==> src/hw/rtl/drt_pkg.sv <==
// ----------------------------------------------------------------------------
// drt_pkg
// Shared types and constants of the DRAM refresh interval timer.
// ----------------------------------------------------------------------------
package drt_pkg;

    // Operation codes of an input item
    typedef enum logic [1:0] {
        OP_TICK     = 2'd0,
        OP_WR_CTRL  = 2'd1,
        OP_WR_TC    = 2'd2,
        OP_WR_COUNT = 2'd3
    } op_t;

    // Write keys
    localparam logic [15:0] KEY_BYTE_MASK  = 16'hFF00;
    localparam logic [15:0] KEY_BYTE_VALUE = 16'hA500;
    localparam logic [15:0] KEY_COUNT_MASK  = 16'hFC00;
    localparam logic [15:0] KEY_COUNT_VALUE = 16'hA400;

    // Refresh count limits (11 bits to hold the incremented count)
    localparam logic [10:0] LIMIT_FULL = 11'd1024;
    localparam logic [10:0] LIMIT_HALF = 11'd512;

    // Control byte bit positions
    localparam int CTRL_LIMIT_SEL  = 0;
    localparam int CTRL_OVF_FLAG   = 2;
    localparam int CTRL_MATCH_FLAG = 7;

    // Result of one item
    typedef struct packed {
        logic [7:0] timer_value;
        logic [9:0] count_value;
        logic [7:0] control_value;
        logic       write_accepted;
    } result_t;

endpackage

==> src/hw/rtl/drt_cmd_if.sv <==
// ----------------------------------------------------------------------------
// drt_cmd_if
// Command channel: a tick or a keyed register write.
// ----------------------------------------------------------------------------
interface drt_cmd_if;
    logic        valid;
    logic        ready;
    logic [1:0]  op;
    logic [15:0] wdata;

    modport source (output valid, output op, output wdata, input ready);
    modport sink   (input valid, input op, input wdata, output ready);
endinterface

==> src/hw/rtl/drt_status_if.sv <==
// ----------------------------------------------------------------------------
// drt_status_if
// Status channel: register values after each command.
// ----------------------------------------------------------------------------
interface drt_status_if;
    logic       valid;
    logic       ready;
    logic [7:0] timer_value;
    logic [9:0] count_value;
    logic [7:0] control_value;
    logic       write_accepted;

    modport source (output valid, output timer_value, output count_value,
                    output control_value, output write_accepted, input ready);
    modport sink   (input valid, input timer_value, input count_value,
                    input control_value, input write_accepted, output ready);
endinterface

==> src/hw/rtl/drt_core.sv <==
// ----------------------------------------------------------------------------
// drt_core
// Timer, time constant, refresh count and control registers with their
// combinational update for one command.
// ----------------------------------------------------------------------------
module drt_core (
    input  logic              clk,
    input  logic              rst_n,
    input  logic              advance,
    input  logic [1:0]        op,
    input  logic [15:0]       wdata,
    output drt_pkg::result_t  result
);

    logic [7:0]  timer_reg, timer_next;
    logic [7:0]  tc_reg, tc_next;
    logic [9:0]  count_reg, count_next;
    logic [7:0]  ctrl_reg, ctrl_next;
    logic        accepted;
    logic [8:0]  timer_inc;
    logic [10:0] count_inc;
    logic [10:0] limit;
    logic        byte_key_ok;
    logic        count_key_ok;

    // Compute the register values after the command
    always_comb
    begin
        timer_next   = timer_reg;
        tc_next      = tc_reg;
        count_next   = count_reg;
        ctrl_next    = ctrl_reg;
        accepted     = 1'b0;
        timer_inc    = {1'b0, timer_reg} + 9'd1;
        count_inc    = {1'b0, count_reg} + 11'd1;
        limit        = ctrl_reg[drt_pkg::CTRL_LIMIT_SEL] ? drt_pkg::LIMIT_HALF
                                                         : drt_pkg::LIMIT_FULL;
        byte_key_ok  = (wdata & drt_pkg::KEY_BYTE_MASK) == drt_pkg::KEY_BYTE_VALUE;
        count_key_ok = (wdata & drt_pkg::KEY_COUNT_MASK) == drt_pkg::KEY_COUNT_VALUE;

        case (drt_pkg::op_t'(op))
            drt_pkg::OP_TICK:
            begin
                if (timer_inc >= {1'b0, tc_reg})
                begin
                    // match: clear timer, set match flag, advance or wrap refresh count
                    timer_next = '0;
                    ctrl_next[drt_pkg::CTRL_MATCH_FLAG] = 1'b1;
                    if (count_inc >= limit)
                    begin
                        count_next = '0;
                        ctrl_next[drt_pkg::CTRL_OVF_FLAG] = 1'b1;
                    end
                    else
                    begin
                        count_next = count_inc[9:0];
                    end
                end
                else
                begin
                    timer_next = timer_inc[7:0];
                end
            end
            drt_pkg::OP_WR_CTRL:
            begin
                if (byte_key_ok)
                begin
                    ctrl_next = wdata[7:0];
                    accepted  = 1'b1;
                end
            end
            drt_pkg::OP_WR_TC:
            begin
                if (byte_key_ok)
                begin
                    tc_next  = wdata[7:0];
                    accepted = 1'b1;
                end
            end
            drt_pkg::OP_WR_COUNT:
            begin
                if (count_key_ok)
                begin
                    count_next = wdata[9:0];
                    accepted   = 1'b1;
                end
            end
            default:
            begin
                accepted = 1'b0;
            end
        endcase

        result.timer_value    = timer_next;
        result.count_value    = count_next;
        result.control_value  = ctrl_next;
        result.write_accepted = accepted;
    end

    // Commit the update when the command moves to the output register
    always_ff @(posedge clk or negedge rst_n)
    begin
        if (!rst_n)
        begin
            timer_reg <= '0;
            tc_reg    <= '0;
            count_reg <= '0;
            ctrl_reg  <= '0;
        end
        else if (advance)
        begin
            timer_reg <= timer_next;
            tc_reg    <= tc_next;
            count_reg <= count_next;
            ctrl_reg  <= ctrl_next;
        end
    end

endmodule

==> src/hw/rtl/dram_refresh_timer.sv <==
// ----------------------------------------------------------------------------
// dram_refresh_timer
// Refresh interval timer with keyed register writes, one status per command.
// ----------------------------------------------------------------------------
// Each command (tick or keyed write) returns one status transfer holding the
// timer, refresh count and control byte after the command, plus whether a
// write key matched. The block takes one command per clock cycle while the
// command side is not stalled; a status appears once the command has passed
// the input register and its result reaches the output register. The register
// update for a command is one step of logic between those registers, so
// back-to-back commands see each other's effect. The command side stalls only
// while the output register holds a status that is not taken in that cycle
// and the input register is full.
module dram_refresh_timer (
    input  logic             clk,
    input  logic             rst_n,
    drt_cmd_if.sink          cmd,
    drt_status_if.source     status
);

    logic              in_valid_reg;
    logic [1:0]        op_reg;
    logic [15:0]       wdata_reg;
    logic              out_valid_reg;
    drt_pkg::result_t  out_reg;
    drt_pkg::result_t  result;
    logic              advance;

    // Move the held command on when the output register is free or its status is taken
    assign advance   = in_valid_reg && (!out_valid_reg || status.ready);
    assign cmd.ready = !in_valid_reg || advance;

    // Hold the accepted command
    always_ff @(posedge clk or negedge rst_n)
    begin
        if (!rst_n)
        begin
            in_valid_reg <= 1'b0;
        end
        else if (cmd.ready)
        begin
            in_valid_reg <= cmd.valid;
        end
    end

    always_ff @(posedge clk)
    begin
        if (cmd.valid && cmd.ready)
        begin
            op_reg    <= cmd.op;
            wdata_reg <= cmd.wdata;
        end
    end

    // Register state and update
    drt_core u_core (
        .clk     (clk),
        .rst_n   (rst_n),
        .advance (advance),
        .op      (op_reg),
        .wdata   (wdata_reg),
        .result  (result)
    );

    // Hold the status until the sink takes it
    always_ff @(posedge clk or negedge rst_n)
    begin
        if (!rst_n)
        begin
            out_valid_reg <= 1'b0;
        end
        else if (advance)
        begin
            out_valid_reg <= 1'b1;
        end
        else if (status.ready)
        begin
            out_valid_reg <= 1'b0;
        end
    end

    always_ff @(posedge clk)
    begin
        if (advance)
        begin
            out_reg <= result;
        end
    end

    assign status.valid          = out_valid_reg;
    assign status.timer_value    = out_reg.timer_value;
    assign status.count_value    = out_reg.count_value;
    assign status.control_value  = out_reg.control_value;
    assign status.write_accepted = out_reg.write_accepted;

endmodule

==> src/flat_wrapper.sv <==
// flat-port wrapper written by rule: the top's interface ports become plain ports
module dram_refresh_timer_flat 
  (clk, rst_n, cmd_valid, cmd_op, cmd_wdata, cmd_ready, status_valid, status_timer_value, status_count_value, status_control_value, status_write_accepted, status_ready);
  drt_cmd_if cmd_i ();
  drt_status_if status_i ();
  input  logic clk;
  input  logic rst_n;
  input wire logic [$bits(cmd_i.valid)-1:0] cmd_valid;
  input wire logic [$bits(cmd_i.op)-1:0] cmd_op;
  input wire logic [$bits(cmd_i.wdata)-1:0] cmd_wdata;
  output wire logic [$bits(cmd_i.ready)-1:0] cmd_ready;
  output wire logic [$bits(status_i.valid)-1:0] status_valid;
  output wire logic [$bits(status_i.timer_value)-1:0] status_timer_value;
  output wire logic [$bits(status_i.count_value)-1:0] status_count_value;
  output wire logic [$bits(status_i.control_value)-1:0] status_control_value;
  output wire logic [$bits(status_i.write_accepted)-1:0] status_write_accepted;
  input wire logic [$bits(status_i.ready)-1:0] status_ready;
  assign cmd_i.valid = cmd_valid;
  assign cmd_i.op = cmd_op;
  assign cmd_i.wdata = cmd_wdata;
  assign cmd_ready = cmd_i.ready;
  assign status_valid = status_i.valid;
  assign status_timer_value = status_i.timer_value;
  assign status_count_value = status_i.count_value;
  assign status_control_value = status_i.control_value;
  assign status_write_accepted = status_i.write_accepted;
  assign status_i.ready = status_ready;
  dram_refresh_timer u_core (.clk(clk), .rst_n(rst_n), .cmd(cmd_i), .status(status_i));
endmodule
==> config.mk <==
export PLATFORM = sky130hd
export DESIGN_NAME = dram_refresh_timer_flat
export DESIGN_NICKNAME = d
export VERILOG_FILES = /design/src/hw/rtl/drt_pkg.sv /design/src/hw/rtl/drt_cmd_if.sv /design/src/hw/rtl/drt_status_if.sv /design/src/hw/rtl/drt_core.sv /design/src/hw/rtl/dram_refresh_timer.sv /design/src/flat_wrapper.sv
export SDC_FILE = /design/constraint.sdc
export NUM_CORES = 1
export LEC_CHECK = 0
export BUFFER_PORTS_ARGS = -buffer_cell sky130_fd_sc_hd__buf_2
export CELL_PAD_IN_SITES_DETAIL_PLACEMENT = 1
export CELL_PAD_IN_SITES_GLOBAL_PLACEMENT = 1
export CORE_MARGIN = 3
export CORE_UTILIZATION = 35
export CTS_CLUSTER_SIZE = 8
export DETAILED_ROUTE_END_ITERATION = 10
export HOLD_SLACK_MARGIN = 0.05
export MAX_ROUTING_LAYER = met4
export PLACE_DENSITY_LB_ADDON = 0.1
export RECOVER_POWER = 100
export SLEW_MARGIN = 20
export SYNTH_ARGS = -nofsm -noshare
export SYNTH_HDL_FRONTEND = slang
export SYNTH_SLANG_ARGS = --single-unit
export TNS_END_PERCENT = 20
==> constraint.sdc <==
create_clock -name clk -period 2.5 [get_ports clk]
set_input_delay 0.25 -clock clk [delete_from_list [all_inputs] [get_ports clk]]
set_output_delay 0.25 -clock clk [all_outputs]
set_load 0.02 [all_outputs]
* Yosys cells after proc, flatten, opt, wreduce, memory -nomap -nowiden
Cells that the tools add are included.
Storage, ports and cells: register bits after elaboration 81, bits in latches 0, memory bits (writable) 0, ROM bits 0, bits of input ports 22, output and inout bits 29, memories kept 0
Operators by class: add/subtract/negate cells 2, multipliers 0, div/mod/pow operators 0, order comparisons 2, eq/ne operators 5, shift operators 0, multiplexer cells 20, bitwise gates (word level) 0, reduce and logical (&&, ||, !) cells 10
Operators by type and width (count):
- two-way mux 10 bit | 3
- two-way mux 8 bit | 3
- one-hot mux 10 bit (2 select lines) | 1
- adder 10 x 1 -> 11 bit (second input constant) | 1
- >= comparator 11 bit | 1
- two-way mux 11 bit | 1
- adder 8 x 1 -> 9 bit (second input constant) | 1
- >= comparator 9 x 8 -> 1 bit | 1
- == test 8 bit (second input constant) | 1
- two-way mux 1 bit | 7
- == test 6 bit (second input constant) | 1
- one-hot mux 1 bit (2 select lines) | 3
- == test 2 bit (second input constant) | 2
- two-way mux 4 bit | 1
- AND reduction 3 bit | 1
- == test 2 x 1 -> 1 bit (second input constant) | 1
- logical AND 1 bit | 2
- logical NOT 1 bit | 2
- logical NOT 2 bit | 1
- logical OR 1 bit | 2
- two-way mux 2 bit | 1
- nonzero test 2 bit | 1
- OR reduction 2 bit | 1

* Longest topological paths before layout
depth after elaboration 5, depth in mapped cells 13, gate-level depth less buffers 11

* By module
From an unflattened synthesis, not the netlist that was laid out.
Second synthesis, totals: cell total of the unflattened synthesis 396, area total of the unflattened synthesis 4336.7 um2
By module, submodules not included:
- drt_core | instances 1, cells each 343, area an instance 2881.5 um2, seq. area each 850.8 um2
- dram_refresh_timer | instances 1, cells each 53, area an instance 1455.1 um2, seq. area each 1401.3 um2

* Worst setup path before layout
Ideal clock, no wire load.
path type reg-to-reg, from reg u_core.u_core.timer_reg[0], to reg u_core.out_reg, in the netlist u_core.status.count_value[9] (data pin), arrival time 2.442 ns, required time 2.239 ns, setup slack -0.203 ns, stages on the path, launching flop included 12, buffers on the path 1, cells stage by stage dfrtp_1 > ha_1 > nand4_1 > xnor2_1 > ha_1 > o21ai_0 > nor2_1 > a311oi_1 > and2_1 > buf_4 > nor4_1 > a221o_2
RTL lines:
- start, declared | RTL line drt_core.sv:15 | logic [7:0] timer_reg, timer_next;
- start signal, assigned | RTL line drt_core.sv:112 | timer_reg <= timer_next;
- end signal, assigned | RTL line dram_refresh_timer.sv:86 | out_reg <= result;
- end, declared | RTL line dram_refresh_timer.sv:25 | drt_pkg::result_t out_reg;

==> impl_metrics.yaml <==
outcome:
  status: "finished, violations left"
  violations: "max-capacitance violations, max-slew violations, negative setup slack"
die:
  io_pins: 51
  start_util_pct: 36.4
  core_area_um2: 11600
  die_w_um: 116
  die_y_um: 116
  die_area_um2: 13400
  row_count: 39
clock_tree:
  insertion_delay_ns: 0.35
  h-tree-depth: 3
  cts.path.max_buffers: 2
  cts_made_buffers: 9
  cts_tree: "built"
  root_buffer: "clkbuf_16"
  clk_pin_slew_ns: 0.06
  cts.sinks: 81
cells_and_area:
  layout.nets: 548
  antenna_cells: 0
  largest_register_ffs: 16
  final_cell_count_no_fill: 658
  nFillCells: 1297
  fin_util_pct: 47.6
  drive_above_1_share_pct: 28.5
  area_growth_pct: 30.7
timing:
  skew_ns: 0.00783
  holdWs_ns: 0.0716
  period_minus_slack_ns: 2.70
  rsz0062_at_grt: "yes"
  relSlewSlack_pct: -9.70
  worst_slack_ns: -0.196
  slew_viol_final: 26
  fmax_mhz: 371
  post-route-period-util_pct: 108
  worst_pin_slew_ns: 1.65
  hold_viol_final: 0
  setup_viol: 37
yosys:
  synth_top_area_cell: "edfxtp_1"
  synthMuxAreaShare_pct: 4.35
  synth_cells: 406
  synth_adder_area_share_pct: 4.74
  yosysWarnings: 0
  yosysTopAreaCellShare_pct: 32.0
  synth_area_leaders: "edfxtp_1 (32%), dfrtp_1 (21%), nand2_1 (6.2%)"
  avgSynthCellArea_um2: 10.4
  synth-compound-area-share_pct: 14.5
  yosys.area_share.xor_xnor_pct: 2.90
  synth_edf_count: 45
  synth.distinct_cells: 56
  async_flop_share_pct: 44.4
  synthesis.nets: 444
  synth_top_family_by_area: "simple AND/OR/NAND/NOR gates"
  synth-seq-area-share_pct: 53.3
  synthFlopType: "edfxtp_1"
  synth_common_cells: "nand2_1 (70), edfxtp_1 (45), dfrtp_1 (36)"
  yosys.cell_count.top_type: "nand2_1"
  syn_area_um2: 4230
  synth-simple-area-share_pct: 15.3
  synth-seq-cells: 81
power_and_ir_drop:
  p_sw_uw: 1330
  ir_drop_uv: 445
  p_int_uw: 2960
  pwr-share-clk_pct: 32.5
  power.leakage_uw: 0.00229
  p_comb_share_pct: 27.2
  power_density_nw_per_um2: 776
  switching_share_pct: 30.9
  seqPwrFrac_pct: 40.2
global_routing:
  grt.total_usage_pct: 19.7
  overflow: 0
  grt_pass1_wl_um: 19600
  grt_max_degree: 28
  grt_pass1_vias: 3699
  antenna_found_initial: 0
route:
  firstDrtPassIters: 4
  drt_wl_total_um: 12000
  drc: 0
  vias_per_cell: 5.27
  via_count: 3465
  drt_iter0_drc: 146
  wl_per_cell_um: 18.2
  ant_nets: 0
hold_path:
  hold_class: "in2reg"
placed_design:
  place_inst: 629
  place_congestion: 0.916
  io_buffers: 50
  hpwl_um: 8650
critical_path:
  cp_max_fo: 6
  required_ns: 2.60
  worstSetupStartpointType: "flip-flop"
  cp-end-kind: "flip-flop"
  cp_data_arrival_time_ns: 2.80
  critPathKind: "reg2reg"
run:
  maxCapViolations: 1
cell usage in the layout, fill, tap and decap left out, types with 3 or more instances in the layout:
cell,netlist,routed
inv_1,18,18
mux2_1,0,4
o21ai_0,35,16
and2_4,1,3
edfxtp_1,45,45
buf_2,5,20
mux2i_1,6,6
o22ai_1,4,4
xnor2_1,9,6
dfrtp_1,36,31
nand3_1,8,7
o21ai_1,3,18
clkbuf_16,0,11
dfrtp_2,0,5
a22oi_1,4,4
nand2b_1,3,3
a21oi_2,0,5
ha_1,16,14
xor2_1,5,5
nand4_1,8,8
xnor2_2,0,3
nor3_1,10,9
nand2_1,70,69
nor2_1,21,18
a21oi_1,19,14
o21ai_2,0,4
and3_1,3,3
clkbuf_1,10,35
mux2_2,11,7
buf_4,5,55
through the flow:
step	cell area, um^2	setup WS (ns)	power, uW	setup TNS, ns
6_report	5530	-0.196	4290	-3.49
3_3_place_gp	4950	-0.245	2770	-5.27
4_1_cts	5410	-0.226	4300	-4.63
2_1_floorplan	4250	-0.0708	2380	-0.186
5_1_grt	5530	-0.340	4550	-10.39
3_5_place_dp	4950	-0.358	2790	-9.34
kinds of logic (layout without fill, tap and decap cells):
group / count (synthesis) / after routing
flops: 81 / 81
fa+ha+maj: 16 / 16
buf+inv: 43 / 152
xor+xnor: 14 / 14
compound gates: 96 / 96
simple gates: 139 / 139
mux: 17 / 17
area by class of cell:
cell class                 instances  area (um^2)  share of cell area [%]
clock buffer                      11          254                    4.60
timing repair buffer             118          758                    13.7
sequential                        81         2260                    40.9
multi-input combinational        282         1950                    35.2
inverter                          18         67.6                    1.22
tap                              143          179                    3.24
clock inverter                     5         61.3                    1.11
power by group through the flow:
| stage | Clock [uW] | Combinational, uW | Sequential [uW] |
|---|---|---|---|
| 2_1_floorplan | 0 | 595 | 1780 |
| 3_3_place_gp | 0 | 1040 | 1730 |
| 3_5_place_dp | 0 | 1050 | 1740 |
| 4_1_cts | 1440 | 1140 | 1720 |
| 5_1_grt | 1500 | 1310 | 1750 |
| 6_report | 1390 | 1170 | 1730 |
worst max-delay path: stages (launching register included):
cell and delay, ns:
dfrtp_2 0.43, ha_4 0.18, nand4_1 0.17, xnor2_2 0.23
ha_1 0.29, o21ai_1 0.14, nor2_1 0.08, a311oi_2 0.26
and2_4 0.29, buf_12 0.13, nor2_4 0.03, a31o_2 0.23
path summary, 6_finish.rpt:
kind	from	endpoint	slack (ns)	cells past startpoint
hold reg to reg	u_core.u_core.ctrl_reg[3]$_DFFE_PN0P_	u_core.u_core.ctrl_reg[3]$_DFFE_PN0P_	0.48	2
setup / recovery	u_core.u_core.timer_reg[0]$_DFFE_PN0P_	u_core.status.count_value[5]$_DFFE_PP_	-0.20	11
min in group asynchronous	rst_n	u_core.u_core.count_reg[5]$_DFFE_PN0P_	0.86	2
max in group asynchronous	rst_n	u_core.u_core.ctrl_reg[2]$_DFFE_PN0P_	0.53	3
setup reg to reg	u_core.u_core.timer_reg[0]$_DFFE_PN0P_	u_core.status.count_value[5]$_DFFE_PP_	-0.20	11
hold / removal	cmd_wdata[6]	u_core.wdata_reg[6]$_DFFE_PP_	0.07	1
per-layer routing:
layer,global-route usage (%),vias to the layer above,routed length [um]
li1,-,1674,-
met1,26.8,1706,5760
met2,29.3,69,5480
met3,2.92,16,445
met4,8.66,0,263
met5,-,-,0
what timing repair did:
action                                  in CTS  in global routing
hold endpoints to repair                    24                  0
endpoints found under the setup margin      40                 40
hold buffers                                 1                  0
gates resized for setup                     40                 24
buffers inserted                             4                  9
cloned                                       0                  1
pin swaps                                   15                 22
Power figures use the tool's default switching activity.
